File: config.mk
export PLATFORM = sky130hd
export DESIGN_NAME = utf8_text_sanitizer_filter
export DESIGN_NICKNAME = d
export VERILOG_FILES = /design/src/rtl/uts_pkg.sv /design/src/rtl/utf8_text_sanitizer_filter.sv /design/src/rtl/uts_front.sv /design/src/rtl/uts_queue.sv /design/src/rtl/uts_back.sv
export SDC_FILE = /design/constraint.sdc
export NUM_CORES = 1
export LEC_CHECK = 0
export BUFFER_PORTS_ARGS = -buffer_cell sky130_fd_sc_hd__buf_2
export CAP_MARGIN = 20
export CORE_MARGIN = 2
export CORE_UTILIZATION = 55
export DETAILED_ROUTE_END_ITERATION = 12
export HOLD_SLACK_MARGIN = 0.15
export PLACE_DENSITY = 0.8
export SLEW_MARGIN = 10
export SYNTH_ARGS = -nofsm -noshare
export SYNTH_HDL_FRONTEND = slang
export SYNTH_SLANG_ARGS = --single-unit
File: constraint.sdc
create_clock -name clk_i -period 2.8 [get_ports clk_i]
set_clock_uncertainty 0.15 [all_clocks]
set_input_delay 0.56 -clock clk_i [delete_from_list [all_inputs] [get_ports clk_i]]
set_output_delay 0.56 -clock clk_i [all_outputs]
set_load 0.02 [all_outputs]
File: src/rtl/uts_pkg.sv
// Types and constants of the UTF-8 text sanitizer filter.
package uts_pkg;

  localparam logic [7:0] ChStar    = 8'h2A;
  localparam logic [7:0] ChHash    = 8'h23;
  localparam logic [7:0] ChDash    = 8'h2D;
  localparam logic [7:0] Lead4Min  = 8'hF0;
  localparam logic [7:0] Lead3Min  = 8'hE0;
  localparam logic [7:0] LeadMask  = 8'h0F;
  localparam logic [7:0] ContMask  = 8'h3F;
  localparam logic [15:0] CpBullet = 16'h2022;
  localparam logic [15:0] CpSymLo  = 16'h2600;
  localparam logic [15:0] CpSymHi  = 16'h27BF;
  localparam logic [15:0] CpVsLo   = 16'hFE00;
  localparam logic [15:0] CpVsHi   = 16'hFE0F;

  // Input beat.
  typedef struct packed {
    logic [7:0] data_byte;
    logic       end_of_text;
  } in_beat_t;

  // Result beat.
  typedef struct packed {
    logic [7:0] out_byte;
    logic       byte_present;
    logic       end_mark;
  } out_beat_t;

  // All results caused by one input beat; num is 1..3.
  typedef struct packed {
    logic [2:0][7:0] data;
    logic [1:0]      num;
    logic            present;
    logic            last;
  } bundle_t;

  function automatic logic is_markup(input logic [7:0] b);
    return (b == ChStar) || (b == ChHash);
  endfunction

endpackage

File: src/rtl/utf8_text_sanitizer_filter.sv
// Top level of the UTF-8 text sanitizer filter.
//
// Byte-serial cleaner for UTF-8 text. '*' and '#' are dropped; a lead byte of
// 0xF0 or above is swallowed with its next three bytes; a 0xE0..0xEF lead is
// decoded with its next two bytes, U+2022 turns into '-', U+2600..U+27BF and
// U+FE00..U+FE0F vanish, other code points pass unchanged. A sequence cut off
// by end_of_text goes out as plain bytes (markup among the trailing bytes
// still dropped), and a final byte that yields nothing produces a bare result
// with byte_present low and end_mark high. Both sides are queue style: a beat
// enters when push is high and full low, and a result leaves when pop is high
// and empty low. Throughput: one input beat per cycle while the bundle queue
// has room; each result takes one pop cycle, and an input beat produces at
// most three. The front stage builds all results of a beat in the cycle it is
// accepted and writes them as one bundle into a FIFO_DEPTH-entry queue whose
// head drives the output. Output never outnumbers input, so at the default
// FIFO_DEPTH a steady sink taking one result per cycle never stalls the
// source; FIFO_DEPTH sets how long a burst of multi-result beats the block
// can absorb while the sink waits. No clearing pass after reset.
module utf8_text_sanitizer_filter import uts_pkg::*; #(
  parameter int unsigned FIFO_DEPTH = 4
) (
  input  logic      clk_i,
  input  logic      rst_ni,
  input  logic      push,
  output logic      full,
  input  in_beat_t  in_beat_i,
  output logic      empty,
  input  logic      pop,
  output out_beat_t out_beat_o
);

  logic    wr_en;
  bundle_t wr_bundle;
  bundle_t head;
  logic    q_full, q_empty, q_pop;

  assign full = q_full;

  // front: classification and sequence hold state
  uts_front u_front (
    .clk_i     (clk_i),
    .rst_ni    (rst_ni),
    .push_i    (push),
    .q_full_i  (q_full),
    .in_beat_i (in_beat_i),
    .wr_en_o   (wr_en),
    .bundle_o  (wr_bundle)
  );

  // decoupling queue, one entry per input beat that has results
  uts_queue #(
    .DEPTH (FIFO_DEPTH)
  ) u_queue (
    .clk_i     (clk_i),
    .rst_ni    (rst_ni),
    .wr_en_i   (wr_en),
    .wr_data_i (wr_bundle),
    .rd_en_i   (q_pop),
    .rd_data_o (head),
    .full_o    (q_full),
    .empty_o   (q_empty)
  );

  // back: serializes bundles into result beats
  uts_back u_back (
    .clk_i      (clk_i),
    .rst_ni     (rst_ni),
    .head_i     (head),
    .q_empty_i  (q_empty),
    .q_pop_o    (q_pop),
    .pop_i      (pop),
    .empty_o    (empty),
    .out_beat_o (out_beat_o)
  );

endmodule

File: src/rtl/uts_front.sv
// Front stage: accepts input beats, tracks multibyte sequences, builds result bundles.
module uts_front import uts_pkg::*; (
  input  logic     clk_i,
  input  logic     rst_ni,
  input  logic     push_i,
  input  logic     q_full_i,
  input  in_beat_t in_beat_i,
  output logic     wr_en_o,
  output bundle_t  bundle_o
);

  typedef enum logic [1:0] {
    MODE_NONE  = 2'd0,
    MODE_FOUR  = 2'd1,
    MODE_THREE = 2'd2
  } mode_e;

  mode_e      mode_q, mode_d;
  logic [7:0] lead_q, lead_d;
  logic [7:0] fol_q, fol_d;
  logic [1:0] cnt_q, cnt_d;

  logic       accept;
  bundle_t    bnd;
  logic [7:0] b;
  logic       last;
  logic [15:0] cp;
  logic       keep_f, keep_b;

  assign accept = push_i & ~q_full_i;
  assign b      = in_beat_i.data_byte;
  assign last   = in_beat_i.end_of_text;
  // lead keeps its low nibble, followers their low six bits
  assign cp     = {lead_q[3:0], fol_q[5:0], b[5:0]};
  assign keep_f = (cnt_q == 2'd1) && !is_markup(fol_q);
  assign keep_b = !is_markup(b);

  always_comb begin
    mode_d      = mode_q;
    lead_d      = lead_q;
    fol_d       = fol_q;
    cnt_d       = cnt_q;
    bnd.data    = '0;
    bnd.num     = 2'd0;
    bnd.present = 1'b1;
    bnd.last    = last;

    unique case (mode_q)
      MODE_FOUR, MODE_THREE: begin
        if ((mode_q == MODE_FOUR && cnt_q == 2'd2) ||
            (mode_q == MODE_THREE && cnt_q != 2'd0)) begin
          if (mode_q == MODE_THREE) begin
            if (cp == CpBullet) begin
              bnd.data[0] = ChDash;
              bnd.num     = 2'd1;
            end else if (!((cp >= CpSymLo && cp <= CpSymHi) ||
                           (cp >= CpVsLo && cp <= CpVsHi))) begin
              bnd.data = {b, fol_q, lead_q};
              bnd.num  = 2'd3;
            end
          end
          mode_d = MODE_NONE;
          cnt_d  = 2'd0;
        end else if (last) begin
          // truncated sequence: lead goes out plain
          bnd.data[0] = lead_q;
          if (keep_f) begin
            bnd.data[1] = fol_q;
            bnd.data[2] = b;
            bnd.num     = keep_b ? 2'd3 : 2'd2;
          end else begin
            bnd.data[1] = b;
            bnd.num     = keep_b ? 2'd2 : 2'd1;
          end
        end else begin
          if (cnt_q == 2'd0) fol_d = b;
          cnt_d = cnt_q + 2'd1;
        end
      end
      default: begin
        mode_d = MODE_NONE;
        if (is_markup(b)) begin
          bnd.num = 2'd0;
        end else if (last || b < Lead3Min) begin
          bnd.data[0] = b;
          bnd.num     = 2'd1;
        end else begin
          mode_d = (b >= Lead4Min) ? MODE_FOUR : MODE_THREE;
          lead_d = b;
          cnt_d  = 2'd0;
        end
      end
    endcase

    if (last) begin
      if (bnd.num == 2'd0) begin
        bnd.data    = '0;
        bnd.num     = 2'd1;
        bnd.present = 1'b0;
      end
      mode_d = MODE_NONE;
      lead_d = '0;
      fol_d  = '0;
      cnt_d  = 2'd0;
    end
  end

  assign wr_en_o  = accept && (bnd.num != 2'd0);
  assign bundle_o = bnd;

  always_ff @(posedge clk_i or negedge rst_ni) begin
    if (!rst_ni) begin
      mode_q <= MODE_NONE;
      lead_q <= '0;
      fol_q  <= '0;
      cnt_q  <= 2'd0;
    end else if (accept) begin
      mode_q <= mode_d;
      lead_q <= lead_d;
      fol_q  <= fol_d;
      cnt_q  <= cnt_d;
    end
  end

endmodule

File: src/rtl/uts_queue.sv
// Bundle queue between the front and back stages.
module uts_queue import uts_pkg::*; #(
  parameter int unsigned DEPTH = 4
) (
  input  logic    clk_i,
  input  logic    rst_ni,
  input  logic    wr_en_i,
  input  bundle_t wr_data_i,
  input  logic    rd_en_i,
  output bundle_t rd_data_o,
  output logic    full_o,
  output logic    empty_o
);

  localparam int unsigned PtrW = (DEPTH > 1) ? $clog2(DEPTH) : 1;
  localparam int unsigned CntW = $clog2(DEPTH + 1);
  localparam logic [PtrW-1:0] PtrLast = PtrW'(DEPTH - 1);
  localparam logic [CntW-1:0] CntFull = CntW'(DEPTH);

  bundle_t         mem_q [DEPTH];
  logic [PtrW-1:0] wr_ptr_q, rd_ptr_q;
  logic [CntW-1:0] cnt_q;
  logic            do_wr, do_rd;

  assign full_o  = (cnt_q == CntFull);
  assign empty_o = (cnt_q == '0);
  assign do_wr   = wr_en_i && !full_o;
  assign do_rd   = rd_en_i && !empty_o;
  assign rd_data_o = mem_q[rd_ptr_q];

  always_ff @(posedge clk_i) begin
    if (do_wr) mem_q[wr_ptr_q] <= wr_data_i;
  end

  always_ff @(posedge clk_i or negedge rst_ni) begin
    if (!rst_ni) begin
      wr_ptr_q <= '0;
      rd_ptr_q <= '0;
      cnt_q    <= '0;
    end else begin
      if (do_wr) wr_ptr_q <= (wr_ptr_q == PtrLast) ? '0 : wr_ptr_q + 1'b1;
      if (do_rd) rd_ptr_q <= (rd_ptr_q == PtrLast) ? '0 : rd_ptr_q + 1'b1;
      if (do_wr && !do_rd) cnt_q <= cnt_q + 1'b1;
      else if (do_rd && !do_wr) cnt_q <= cnt_q - 1'b1;
    end
  end

endmodule

File: src/rtl/uts_back.sv
// Back stage: hands out a bundle's results one beat at a time.
module uts_back import uts_pkg::*; (
  input  logic      clk_i,
  input  logic      rst_ni,
  input  bundle_t   head_i,
  input  logic      q_empty_i,
  output logic      q_pop_o,
  input  logic      pop_i,
  output logic      empty_o,
  output out_beat_t out_beat_o
);

  logic [1:0] idx_q;
  logic       final_beat;

  assign final_beat = (idx_q == head_i.num - 2'd1);
  assign empty_o    = q_empty_i;
  assign q_pop_o    = pop_i && !q_empty_i && final_beat;

  assign out_beat_o.out_byte     = head_i.data[idx_q];
  assign out_beat_o.byte_present = head_i.present;
  assign out_beat_o.end_mark     = head_i.last && final_beat;

  always_ff @(posedge clk_i or negedge rst_ni) begin
    if (!rst_ni) begin
      idx_q <= 2'd0;
    end else if (pop_i && !q_empty_i) begin
      idx_q <= final_beat ? 2'd0 : idx_q + 2'd1;
    end
  end

endmodule

==> impl_metrics.env <==
export IMPL_r2r_start="u_front.fol_q[2]"
export IMPL_synth_ff_type="edfxtp_1"
export IMPL_tightest_slew_ns=0.733
export IMPL_grt_setup_unrepaired="true"
export IMPL_finalWorstSetupSlack_ns=-0.174
export IMPL_r2r_end="u_queue.mem_q[3][5]"
export IMPL_yosysUniqueCellTypes=49
export IMPL_fin_area_um2=8460
export IMPL_die_y_um=112
export IMPL_grt_max_degree=30
export IMPL_ant_nets=0
export IMPL_leakage_nw=3.25
export IMPL_cts_clk_slew_worst_paths_ns=0.06
export IMPL_cp_data_arrival_time_ns=2.26
export IMPL_syn_to_final_growth_pct=32.6
export IMPL_drt_total_wl_mm=16.7
export IMPL_violations="setup timing"
export IMPL_fin_cells=684
export IMPL_fin_crit_sh=1.06
export IMPL_synth_edf_count=112
export IMPL_endpoint_kind="output port"
export IMPL_path_class="reg2out"
export IMPL_drcViolationCount=0
export IMPL_final_core_utilization=0.744
export IMPL_hpwl_mm=8.73
export IMPL_routabilityCongestion=0.858
export IMPL_ff2ff_path_depth=9
export IMPL_first_pass_iters=5
export IMPL_crit_end="out_beat_o[4]"
export IMPL_place_ws_ns=-0.495
export IMPL_post_synth_cell_area_avg_um2=15.2
export IMPL_period_minus_slack_ns=2.97
export IMPL_ir_worst_vdd_mv=0.828
export IMPL_cts_root_buf="clkbuf_16"
export IMPL_post_place_cells=628
export IMPL_synth_warnings=0
export IMPL_fin_tns_setup_ns=-1.77
export IMPL_grt_overflow_total=0
export IMPL_hold_viol=0
export IMPL_p_per_area_nw_per_um2=1040
export IMPL_clk_latency_ns=0.42
export IMPL_startpoint="u_queue.rd_ptr_q[0]"
export IMPL_cts_tree="done"
export IMPL_finalSetupViolCount=42
export IMPL_r2r_slack_ns=-0.07
export IMPL_clock_fmax_mhz=336
export IMPL_synth_async_reset_ratio=0.206
export IMPL_worst_hold_path_type="reg2reg"
export IMPL_grtUsageTotal=0.248
export IMPL_dpl_cell_area_um2=7170
export IMPL_maxCapViolations=0
export IMPL_htree_levels=4
export IMPL_cts_inserted_buffers=17
export IMPL_vias_per_cell=6.36
export IMPL_first_iter_violations=621
export IMPL_startpoint_type="flop"
export IMPL_ys_ff_latch=141
export IMPL_io_pins=25
export IMPL_ys_seq_area_frac=0.641
export IMPL_netlist_area_um2=6380
export IMPL_critPathRequiredTime_ns=2.09
export IMPL_drive_gt1_frac=0.438
export IMPL_start_util=0.561
export IMPL_postSynthCellCount=421
export IMPL_antenna_found_initial=0
export IMPL_relSlewSlack=0.511
export IMPL_final_common_cell="edfxtp_1"
export IMPL_n_antenna_cell=0
export IMPL_status="finished with violations"
export IMPL_final_max_slew_viol_count=0
export IMPL_cp_max_fo=8
export IMPL_portBuffers=24
export IMPL_cts_buffer_depth=2
export IMPL_vias=4348
export IMPL_synth_nets=447
export IMPL_grt_pass1_wl_mm=23.1
export IMPL_grt_pass1_vias=4092
export IMPL_die_w_um=112
export IMPL_cts_sinks=141
export IMPL_fin_nets=554
export IMPL_wl_per_cell_um=24.4
export IMPL_final_cell_mix="112 x edfxtp_1, 67 x buf_4, 29 x nand2_1"
export IMPL_die_area_um2=12500
export IMPL_coreArea_um2=11400
export IMPL_rows=39
-- metal layers --
layer  vias up  GRT usage  part of all wire  routed length (um)
li1       1829          -                 -                   -
met1      2222      0.332              0.39                6530
met2       254      0.396              0.50                8380
met3        43     0.0675             0.078                1300
met4         0     0.0905             0.029                 484
met5         -          0                 0                   0
-- layout make-up --
type	count	area (um^2)
Sequential cell	141	4090
Inverter	24	90.1
Clock inverter	11	165
Multi-Input combinational cell	237	2530
Timing Repair Buffer	107	947
Fill cell	635	2910
Tap cell	143	179
Clock buffer	21	460
-- kinds of logic after synthesis --
kind of cell | Yosys count | share of synthesized area
flip-flops | 141 | 0.641
AND/OR/NAND/NOR | 106 | 0.0861
multiplexers | 60 | 0.153
AO/OA/AOI/OAI | 52 | 0.0588
buffers and inverters | 43 | 0.0263
adder cells (fa/ha/maj) | 13 | 0.0267
XOR/XNOR | 6 | 0.00823
-- registers in the layout (all words and copies together), names as in the netlist --
| register | count |
|---|---|
| u_front.lead_q | 8 |
| u_queue.cnt_q | 3 |
| u_queue.mem_q | 112 |
| u_front.mode_q | 2 |
| u_queue.wr_ptr_q | 2 |
| u_front.fol_q | 8 |
| u_back.idx_q | 2 |
| u_queue.rd_ptr_q | 2 |
| u_front.cnt_q | 2 |
-- critical path: stages, from the launching register on --
cell and delay [ns]:
dfrtp_2 0.41, buf_4 0.14, buf_12 0.13, buf_12 0.14, mux4_2 0.52, mux2i_2 0.20
o22ai_1 0.11, buf_4 0.17
-- power by group --
group	switching [W]	internal (W)	leakage, nW
Combinational	0.00173	0.00168	1.55
Clock	0.000839	0.00153	0.307
Sequential	0.000247	0.00277	1.40
-- worst min path at each step --
stage / start / endpoint / depth (start not counted) / slack [ns]
floorplan: rst_ni / u_back.idx_q[0] / 0 / 0.11
global placement: u_front.lead_q[6] / u_front.lead_q[6] / 1 / 0.31
detailed placement: u_front.lead_q[5] / u_front.lead_q[5] / 1 / 0.32
CTS: u_front.lead_q[7] / u_front.lead_q[7] / 1 / 0.34
global route: u_front.lead_q[7] / u_front.lead_q[7] / 1 / 0.38
finish: u_front.lead_q[7] / u_front.lead_q[7] / 1 / 0.35
-- synth_stat cells (3+ instances only) --
| cell | count | area (um^2) |
|---|---|---|
| edfxtp_1 | 112 | 3360 |
| nand2_1 | 30 | 113 |
| dfrtp_1 | 29 | 726 |
| mux4_2 | 28 | 631 |
| inv_1 | 24 | 90.1 |
| nor3_1 | 22 | 110 |
| mux2i_1 | 16 | 160 |
| nor2_1 | 15 | 56.3 |
| mux2_2 | 14 | 158 |
| clkbuf_1 | 12 | 45.0 |
| ha_1 | 12 | 150 |
| o22ai_1 | 10 | 62.6 |
| a21oi_1 | 9 | 45.0 |
| nor2b_1 | 9 | 56.3 |
| and2_1 | 6 | 37.5 |
| nand3_1 | 6 | 30.0 |
| o21ai_0 | 6 | 30.0 |
| buf_2 | 5 | 25.0 |
| o21ai_1 | 5 | 25.0 |
| o31ai_1 | 5 | 37.5 |
| a21o_1 | 4 | 30.0 |
| nand2b_1 | 4 | 25.0 |
| xnor2_1 | 4 | 35.0 |
| o41ai_1 | 3 | 26.3 |
-- what timing repair did --
action	4_1_cts	5_1_grt
pin swaps	0	24
hold buffers	1	0
setup endpoints to repair	75	107
setup buffers	7	14
hold endpoints to repair	29	0
resized for setup	32	56
gates cloned	0	2
-- per-stage QoR --
stage / hold slack [ns] / power (W)
6_report: 0.355 / 0.00879
5_1_grt: 0.378 / 0.00914
4_1_cts: 0.338 / 0.00823
3_5_place_dp: 0.321 / 0.00559
3_3_place_gp: 0.308 / 0.00549
2_1_floorplan: 0.114 / 0.00475
(Power assumes the default switching activity.)
